==> config.mk <==
export PLATFORM = sky130hd
export DESIGN_NAME = bmw_fifo
export DESIGN_NICKNAME = d
export VERILOG_FILES = /design/src/bmw_pkg.sv /design/src/bmw_fifo.sv
export SDC_FILE = /design/constraint.sdc
export NUM_CORES = 1
export LEC_CHECK = 0
export ABC_CLOCK_PERIOD_IN_PS = 5200
export BUFFER_PORTS_ARGS = -buffer_cell sky130_fd_sc_hd__buf_2
export CAP_MARGIN = 15
export CORE_MARGIN = 8
export CORE_UTILIZATION = 55
export DETAILED_ROUTE_END_ITERATION = 10
export PLACE_DENSITY = 0.68
export SETUP_SLACK_MARGIN = 0.2
export SLEW_MARGIN = 20
export SYNTH_ARGS = -nofsm -noshare
export SYNTH_HDL_FRONTEND = slang
export SYNTH_SLANG_ARGS = --single-unit
==> constraint.sdc <==
create_clock -name clk_i -period 5.2 [get_ports clk_i]
set_clock_uncertainty 0.2 [all_clocks]
set_input_delay 0.52 -clock clk_i [delete_from_list [all_inputs] [get_ports clk_i]]
set_output_delay 0.52 -clock clk_i [all_outputs]
set_load 0.05 [all_outputs]
==> src/bmw_pkg.sv <==
package bmw_pkg;

  // Raster positions hold a row or column plus the element reach.
  localparam int POS_W       = 13;
  // Column banks let one read fetch every column of the window.
  localparam int BANKS       = 8;
  localparam int BANK_W      = 3;
  // Line rings keep the window rows plus the rows written ahead of the readers.
  localparam int RING        = 32;
  localparam int RING_W      = 5;
  localparam int MASK_STRIDE = 7;
  localparam int MASK_W      = 49;
  localparam int FIFO_DEPTH  = 32;
  localparam int FIFO_AW     = 5;

  localparam logic OP_PUSH = 1'b0;

  typedef enum logic [1:0] {
    MODE_DILATE = 2'd0,
    MODE_ERODE  = 2'd1,
    MODE_OPEN   = 2'd2,
    MODE_CLOSE  = 2'd3
  } bmw_mode_e;

  typedef enum logic [3:0] {
    REG_MODE   = 4'd0,
    REG_WIDTH  = 4'd1,
    REG_HEIGHT = 4'd2,
    REG_SIZE   = 4'd3,
    REG_MASK   = 4'd4,
    REG_CX     = 4'd5,
    REG_CY     = 4'd6,
    REG_FILL   = 4'd7
  } bmw_reg_e;

  // One window evaluation travelling down a pipeline.
  typedef struct packed {
    logic             vld;
    logic [POS_W-1:0] row;
    logic [POS_W-1:0] col;
    logic             last;
  } bmw_tag_t;

  // Frame geometry after clamping.
  typedef struct packed {
    logic [POS_W-1:0]  w;
    logic [POS_W-1:0]  h;
    logic [2:0]        side;
    logic [2:0]        cx;
    logic [2:0]        cy;
    logic [MASK_W-1:0] mask;
  } bmw_geom_t;

  // One result beat.
  typedef struct packed {
    logic [7:0] pixel;
    logic       hit;
    logic [9:0] row;
    logic [9:0] col;
    logic       last;
  } bmw_res_t;

endpackage

==> src/bmw_fifo.sv <==
module bmw_fifo
  import bmw_pkg::*;
(
  input  logic     clk_i,
  input  logic     rst_ni,
  input  logic     push_i,
  input  bmw_res_t data_i,
  output logic     valid_o,
  input  logic     ready_i,
  output bmw_res_t data_o
);

  bmw_res_t           mem_q [FIFO_DEPTH];
  logic [FIFO_AW-1:0] wptr_q, rptr_q;
  logic [FIFO_AW:0]   cnt_q;
  logic               pop;

  assign valid_o = (cnt_q != '0);
  assign pop     = valid_o && ready_i;
  assign data_o  = mem_q[rptr_q];

  // Pointers and fill level.
  always_ff @(posedge clk_i or negedge rst_ni) begin
    if (!rst_ni) begin
      wptr_q <= '0;
      rptr_q <= '0;
      cnt_q  <= '0;
    end else begin
      if (push_i) wptr_q <= wptr_q + 1'b1;
      if (pop)    rptr_q <= rptr_q + 1'b1;
      cnt_q <= cnt_q + (FIFO_AW+1)'(push_i) - (FIFO_AW+1)'(pop);
    end
  end

  // Result storage.
  always_ff @(posedge clk_i) begin
    if (push_i) mem_q[wptr_q] <= data_i;
  end

endmodule

# Word level (Yosys, flattened, before mapping)
# Memories as Yosys holds them, arrays and structs flattened.
# Cells that the tools add are included.
classes:
  add_sub_neg: 4
  n_mul: 0
  n_div: 0
  n_lt_le_gt_ge: 0
  n_eq_ne: 0
  n_shift: 0
  muxes: 2
  bitwise_logic: 0
  reduce_logical: 2
ops:
  columns: ["op", "count"]
  rows:
  - ["$add 5x1->5 const B", 2]
  - ["$add 6x1->6", 1]
  - ["$reduce_bool 6->1", 1]
  - ["$sub 6x1->6", 1]
  - ["$mux 1", 2]
  - ["$logic_and 1x1->1", 1]
totals:
  reg_bits: 16
  latch_bits: 0
  mem_bits_rw: 960
  mem_bits_ro: 0
  in_bits: 34
  out_inout_bits: 31
  elab_cells: 12
  n_memories: 1
memory_table:
  columns: ["name", "words", "width", "read_ports", "rd_ports_with_merged_regs", "write_ports", "line_no", "rtl"]
  rows:
  - ["mem_q", 32, 30, 1, 0, 1, "bmw_fifo.sv:13", "bmw_res_t mem_q [FIFO_DEPTH];"]

# Longest topological paths before layout
# Gate-level depths: netlist of run 1.
depth:
  depth_word: 3
  mapped_depth: 14
  mapped_depth_nobuf: 13

# Worst setup path before layout of run 1
# OpenSTA, ideal clock, no wires.
synth_path:
  path_type: "in2reg"
  startpoint: "input port push_i"
  endpoint: "memory mem_q[3][0] (netlist name), enable pin"
  setup_time_ns: 0.455
  arrival_time_ns: 3.256
  required_time_ns: 4.545
  slack_ns: 1.290
  stages: 4
  path_buffers: 1
  path_cell_list: "clkbuf_1 nand2_1 or2_2 nor3_1"
synth_via:
  elab_chain_len: 2
synth_lines:
  columns: ["element", "line_no", "rtl"]
  rows:
  - ["start, declared", "bmw_fifo.sv:6", "input logic push_i,"]
  - ["$mux 1", "bmw_fifo.sv:37", "if (push_i) mem_q[wptr_q] <= data_i;"]
  - ["$mux 1 (implied by the code)", "bmw_fifo.sv:37", null]
  - ["end, declared", "bmw_fifo.sv:13", null]
# Every way passes these cells.

==> results.sh, run 1 <==
export IMPL_outcome="complete, no violations"
export IMPL_critPathMaxStageDelay_ns=0.86
export IMPL_ant_nets=0
export IMPL_clkSinkCount=976
export IMPL_ctsHoldBuffers=1
export IMPL_start_util=0.5557
export IMPL_postSynthAreaPerCell_um2=21.97
export IMPL_max_cap_violations=0
export IMPL_viasPerCell=6.478
export IMPL_place_congestion=0.7442
export IMPL_layout_min_cycle_time_ns=4.205
export IMPL_crit_path_start="rptr_q[0]"
export IMPL_min_period_over_period=0.8086
export IMPL_worstPathArrival_ns=3.48
export IMPL_p_leak_nw=13.61
export IMPL_path_clk_slew_ns=0.06
export IMPL_r2r_end="mem_q[23][6]"
export IMPL_tightest_slew_ns=1.135
export IMPL_htree_levels=3
export IMPL_fin_setup_tns_ns=0
export IMPL_synth_seq_cells=976
export IMPL_drc=0
export IMPL_crit_slowest_cell="dfrtp_4"
export IMPL_synthesis_area_mm2=0.03739
export IMPL_r2r_slack_ns=2.14
export IMPL_numPortBuffers=64
export IMPL_finalSetupViolations=0
export IMPL_grt_max_degree=96
export IMPL_crit_cells=6
export IMPL_clock_path_buffers=3
export IMPL_seq_area_frac_synth=0.7818
export IMPL_final_util=0.6265
export IMPL_worstSkewPairLatency_ns=0.62
export IMPL_cp_cell_sequence="buf_4, mux4_1, a22o_1, a211oi_1, a21oi_1, buf_2"
export IMPL_syn_to_final_growth_pct=12.74
export IMPL_grt_setup_unrepaired="no"
export IMPL_finalNetCount=1875
export IMPL_fin_ws_ns=0.9950
export IMPL_ioPinCount=65
export IMPL_postCtsSetupRepairBufs=0
export IMPL_drv_slew=0
export IMPL_r2r_start="wptr_q[2]"
export IMPL_core_mm2=0.06728
export IMPL_place_ws_ns=1.622
export IMPL_drt_first_pass_iters=5
export IMPL_die_x_um=276.7
export IMPL_grt_overflow_total=0
export IMPL_hp_class="input port to register"
export IMPL_ys_types=42
export IMPL_wirelength_um=87540
export IMPL_yosysTopAreaCellShare=0.7711
export IMPL_num_fill_cells=4485
export IMPL_cts_made_buffers=93
export IMPL_grt_usage=0.2261
export IMPL_clk_root_buffer_cell="clkbuf_16"
export IMPL_async_flop_share=0.01639
export IMPL_cts_tree="yes"
export IMPL_post_dp_hpwl_um=47000
export IMPL_ys_flop_type="edfxtp_1"
export IMPL_crit_type="register to output port"
export IMPL_vias=18000
export IMPL_row_count=95
export IMPL_cp_max_fo=33
export IMPL_wl_per_cell_um=31.50
export IMPL_critical_path_required_ns=4.48
export IMPL_reg2regPathDepth=3
export IMPL_grt_pass1_vias=18230
export IMPL_p_total_mw=23.46
export IMPL_synth_edf_count=960
export IMPL_synth_area_top_cells="edfxtp_1 (77%), mux4_2 (10%), mux2i_1 (3.2%)"
export IMPL_cpLargestDelayFamily="flip-flops"
export IMPL_drt_iter0_markers=1850
export IMPL_relSlewSlack=0.2415
export IMPL_fin_hold_ws_ns=0.02939
export IMPL_startpoint_type="register"
export IMPL_cp_endpoint="data_o[24]"
export IMPL_yosysTopAreaCell="edfxtp_1"
export IMPL_critPathCaptureType="output port"
export IMPL_post_cts_resized=0
export IMPL_syn_nets=1750
export IMPL_ir_worst_vdd_mv=0.4035
export IMPL_fp_dieArea_mm2=0.07658
export IMPL_die_h_um=276.7
export IMPL_antenna_found_initial=9
export IMPL_drive_above_1_share=0.2509
export IMPL_worst_path_buf_inv=2
export IMPL_grt_first_pass_wirelength_um=126400
export IMPL_p_per_area_mw_per_mm2=556.5
export IMPL_ys_warn_count=0
export IMPL_max_freq_mhz=237.8
export IMPL_hold_viol=0
export IMPL_synthCells=1702
-- routing by layer --
| metal | vias up | global-route usage | share of wire | wire (µm) |
|---|---|---|---|---|
| li1 | 7488 | - | - | - |
| met1 | 9512 | 0.3131 | 0.40 | 34970 |
| met2 | 849 | 0.3601 | 0.48 | 42050 |
| met3 | 142 | 0.05500 | 0.093 | 8177 |
| met4 | 10 | 0.06451 | 0.026 | 2279 |
| met5 | - | 0 | 0.00074 | 65 |
-- state kept, by name (all words and copies together), names as in the netlist --
signal and flops:
wptr_q 5, mem_q 960, cnt_q 6, rptr_q 5
-- kinds of logic (layout without fill, tap and decap cells) --
| kind of cell | after synthesis | count (layout) | share of synthesized area |
|---|---|---|---|
| AOI/OAI and AO/OA | 221 | 221 | 0.04300 |
| xor gates and xnor gates | 9 | 9 | 0.002108 |
| adders and majority gates | 14 | 14 | 0.004886 |
| buffers and inverters | 117 | 320 | 0.01814 |
| DFF | 976 | 976 | 0.7818 |
| muxes | 301 | 301 | 0.1421 |
| other | 0 | 1 | 0 |
| and+or+nand+nor | 64 | 64 | 0.008032 |
-- worst register-to-register path, delay by kind of cell, from the launching register on --
kind                   cells  cell delay (ns)
flip-flops                 1             0.76
buffers and inverters      1             0.40
AND/OR/NAND/NOR            2             1.38
-- how the worst min path moves through the flow --
stage	cells past startpoint	startpoint	end	slack, ns
6_report	2	push_i	wptr_q[0]	0.03
5_1_grt	2	push_i	wptr_q[0]	0.03
4_1_cts	2	push_i	wptr_q[0]	0.001
3_5_place_dp	1	rst_ni	rptr_q[1]	0.28
3_3_place_gp	1	rst_ni	rptr_q[1]	0.28
2_1_floorplan	0	rst_ni	cnt_q[0]	0.02
-- report_power, final --
| part | switching [mW] | leakage (nW) | internal (mW) |
|---|---|---|---|
| Clock | 2.84 | 1.51 | 3.97 |
| Sequential | 0.348 | 8.84 | 9.17 |
| Combinational | 4.48 | 3.26 | 2.65 |
-- cells in the final DEF, fill, tap and decap left out, types with 2 or more instances in the layout --
master | Yosys | layout
clkbuf_16 | 0 | 96
mux2i_1 | 120 | 120
clkinv_2 | 0 | 20
nand2_1 | 11 | 11
a211oi_1 | 59 | 59
o22ai_1 | 30 | 30
mux4_1 | 12 | 12
edfxtp_1 | 960 | 960
nor2_4 | 0 | 22
nand3_1 | 4 | 3
buf_12 | 3 | 9
mux4_2 | 168 | 168
nor2_1 | 25 | 3
xnor2_1 | 5 | 5
clkbuf_1 | 49 | 14
dfrtp_1 | 16 | 13
dfrtp_4 | 0 | 2
clkinv_1 | 0 | 20
nand3b_1 | 2 | 2
a21oi_1 | 32 | 32
inv_1 | 16 | 16
xor2_1 | 4 | 4
nor3_2 | 0 | 11
bufinv_16 | 0 | 11
clkbuf_8 | 0 | 3
nand4_1 | 3 | 3
a22o_1 | 29 | 29
clkinvlp_4 | 0 | 5
o21ai_0 | 4 | 4
ha_1 | 13 | 13
a22oi_1 | 32 | 32
buf_2 | 20 | 64
buf_4 | 8 | 57
o221ai_1 | 30 | 30
nor2b_4 | 0 | 2
-- per-stage QoR --
step | cell area [µm²] | cells
2_1_floorplan | 37390 | 1702
5_1_grt | 42150 | 2778
3_5_place_dp | 39050 | 2604
6_report | 42150 | 2779
4_1_cts | 42150 | 2778
3_3_place_gp | 39050 | 2604
-- cell type report --
class / count / area (µm²) / share of cell area
clock inverter: 60 / 596.8 / 0.01416
antenna: 1 / 2.502 / 0.00005937
tap: 873 / 1092 / 0.02591
clock buffer: 113 / 2496 / 0.05922
timing repair buffer: 131 / 938.4 / 0.02226
inverter: 16 / 60.06 / 0.001425
sequential: 976 / 29240 / 0.6936
multi-input combinational: 609 / 7729 / 0.1834
-- synthesized netlist by cell type (2+ instances only) --
cell and instances:
clkbuf_1 49, a22o_1 29, buf_2 20, buf_12 3, nor2b_1 2, nand3_1 4, ha_1 13, mux2i_1 120
a21oi_1 32, dfrtp_1 16, nand4_1 3, buf_6 18, mux4_1 12, nand2_1 11, xor2_1 4, nand3b_1 2
o21ai_0 4, nor2_1 25, inv_1 16, mux4_2 168, a22oi_1 32, o22ai_1 30, buf_4 8, nor3_1 11
o221ai_1 30, buf_1 3, xnor2_1 5, edfxtp_1 960, a211oi_1 59
Note: power is estimated with default switching activity, not from simulation.
==> run 2: changes to the inputs <==
--- a/config.mk
+++ b/config.mk
@@ -5,7 +5,7 @@
 export SDC_FILE = /design/constraint.sdc
 export NUM_CORES = 1
 export LEC_CHECK = 0
-export ABC_CLOCK_PERIOD_IN_PS = 5200
+export ABC_CLOCK_PERIOD_IN_PS = 4000
 export BUFFER_PORTS_ARGS = -buffer_cell sky130_fd_sc_hd__buf_2
 export CAP_MARGIN = 15
 export CORE_MARGIN = 8
==> constraint.sdc (replaced) <==
create_clock -name clk_i -period 4 [get_ports clk_i]
set_clock_uncertainty 0.2 [all_clocks]
set_input_delay 0.4 -clock clk_i [delete_from_list [all_inputs] [get_ports clk_i]]
set_output_delay 0.4 -clock clk_i [all_outputs]
set_load 0.05 [all_outputs]
==> results.sh, run 2 (same netlist as run 1, synthesis figures left out) <==
export IMPL_outcome="complete, no violations"
export IMPL_htree_levels=3
export IMPL_largest_register="mem_q"
export IMPL_critical_path_required_ns=3.40
export IMPL_die_h_um=276.7
export IMPL_ioPinCount=65
export IMPL_grt_max_degree=84
export IMPL_fp_dieArea_mm2=0.07658
export IMPL_grt_overflow_total=0
export IMPL_min_period_over_period=0.9444
export IMPL_die_x_um=276.7
export IMPL_ant_nets=0
export IMPL_cp_cell_sequence="nor2b_4, buf_12, a22o_1, a211oi_1, a21oi_1, buf_2"
export IMPL_grt_first_pass_wirelength_um=128600
export IMPL_drt_first_pass_iters=5
export IMPL_wirelength_um=90230
export IMPL_layout_min_cycle_time_ns=3.778
export IMPL_clkSinkCount=976
export IMPL_critPathCaptureType="output port"
export IMPL_final_util=0.6287
export IMPL_clk_root_buffer_cell="clkbuf_16"
export IMPL_grt_pass1_vias=18350
export IMPL_critPathMaxStageDelay_ns=0.58
export IMPL_largest_register_ffs=960
export IMPL_cts_tree="yes"
export IMPL_final_cell_mix="edfxtp_1 (960), mux4_2 (168), mux2i_1 (120)"
export IMPL_drc=0
export IMPL_clock_path_buffers=3
export IMPL_relSlewSlack=0.4219
export IMPL_drt_iter0_markers=2122
export IMPL_drv_slew=0
export IMPL_row_count=95
export IMPL_worstSkewPairLatency_ns=0.64
export IMPL_finalNetCount=1897
export IMPL_p_per_area_mw_per_mm2=716.9
export IMPL_crit_slowest_cell="dfrtp_2"
export IMPL_numPortBuffers=64
export IMPL_path_clk_slew_ns=0.06
export IMPL_startpoint_type="register"
export IMPL_syn_to_final_growth_pct=13.13
export IMPL_viasPerCell=6.549
export IMPL_wl_per_cell_um=32.33
export IMPL_p_leak_nw=13.67
export IMPL_grtUsageMet3=0.04060
export IMPL_start_util=0.5557
export IMPL_crit_cells=6
export IMPL_antenna_found_initial=6
export IMPL_cpLargestDelayFamily="buffers and inverters"
export IMPL_reg2regPathDepth=13
export IMPL_hp_class="input port to asynchronous set/reset pin"
export IMPL_hold_viol=0
export IMPL_core_mm2=0.06728
export IMPL_worst_path_buf_inv=2
export IMPL_reg_top3="mem_q x960, cnt_q x6"
export IMPL_fin_setup_tns_ns=0
export IMPL_vias=18280
export IMPL_gr_usage_met1=0.3213
export IMPL_grt_usage=0.2318
export IMPL_met2_usage=0.3804
export IMPL_final_common_cell="edfxtp_1"
export IMPL_ir_worst_vdd_mv=0.4691
export IMPL_crit_type="register to output port"
export IMPL_post_dp_hpwl_um=45630
export IMPL_worstPathArrival_ns=3.18
export IMPL_drive_above_1_share=0.2524
export IMPL_busiest_layer="met2"
export IMPL_place_congestion=0.7501
export IMPL_max_cap_violations=0
export IMPL_cts_made_buffers=92
export IMPL_max_freq_mhz=264.7
export IMPL_num_fill_cells=4458
export IMPL_grt_setup_unrepaired="yes"
export IMPL_finalSetupViolations=0
export IMPL_tightest_slew_ns=0.8650
export IMPL_cp_max_fo=41
## run 2: area by class of cell
class | count | area [µm²] | area share
multi-input combinational | 610 | 7754 | 0.1833
timing repair buffer | 153 | 1346 | 0.03183
clock buffer | 117 | 2417 | 0.05715
sequential | 976 | 29240 | 0.6913
antenna | 4 | 10.01 | 0.0002367
inverter | 16 | 60.06 | 0.001420
tap | 873 | 1092 | 0.02583
clock inverter | 42 | 375.4 | 0.008875
## run 2: where the power goes
group | internal [mW] | switching (mW) | leakage [nW]
clock network | 4.65 | 3.60 | 1.37
logic | 3.75 | 6.03 | 3.46
registers | 11.9 | 0.368 | 8.83
## run 2: final timing paths
kind | from | to | slack, ns
worst max-delay path | rptr_q[3] | data_o[18] | 0.22
worst min-delay path | rst_ni | cnt_q[1] | 0.04
worst max register to register | cnt_q[2] | cnt_q[4] | 0.93
worst min register to register | wptr_q[0] | wptr_q[0] | 0.37
max in group asynchronous | rst_ni | rptr_q[0] | 3.17
min in group clk_i | data_i[26] | mem_q[7][26] | 0.04
## run 2: metrics by stage
stage / instances / hold WS, ns / total power, mW / instance area (µm²) / setup WS (ns)
4_1_cts: 2777 / 0.01071 / 30.34 / 42140 / 0.2189
3_3_place_gp: 2612 / 0.1759 / 21.88 / 39240 / 0.8043
5_1_grt: 2787 / 0.04556 / 31.33 / 42280 / 0.1850
6_report: 2791 / 0.03991 / 30.32 / 42290 / 0.2222
3_5_place_dp: 2612 / 0.1865 / 22.01 / 39240 / 0.7699
2_1_floorplan: 1702 / -0.09559 / 19.13 / 37390 / 0.2099
## run 2: routing by layer
metal	part of all wire	vias up
met3	0.080	146
met2	0.50	826
met4	0.021	6
li1	-	7521
met1	0.40	9779
met5	0.0018	-
## run 2: timing repair
item | 4_1_cts | 5_1_grt
setup buffers | 2 | 9
hold buffers | 2 | 0
resized for setup | 7 | 8
pin swaps | 1 | 0
setup endpoints to repair | 16 | 9
cloned | 2 | 1
hold endpoints to repair | 21 | 0
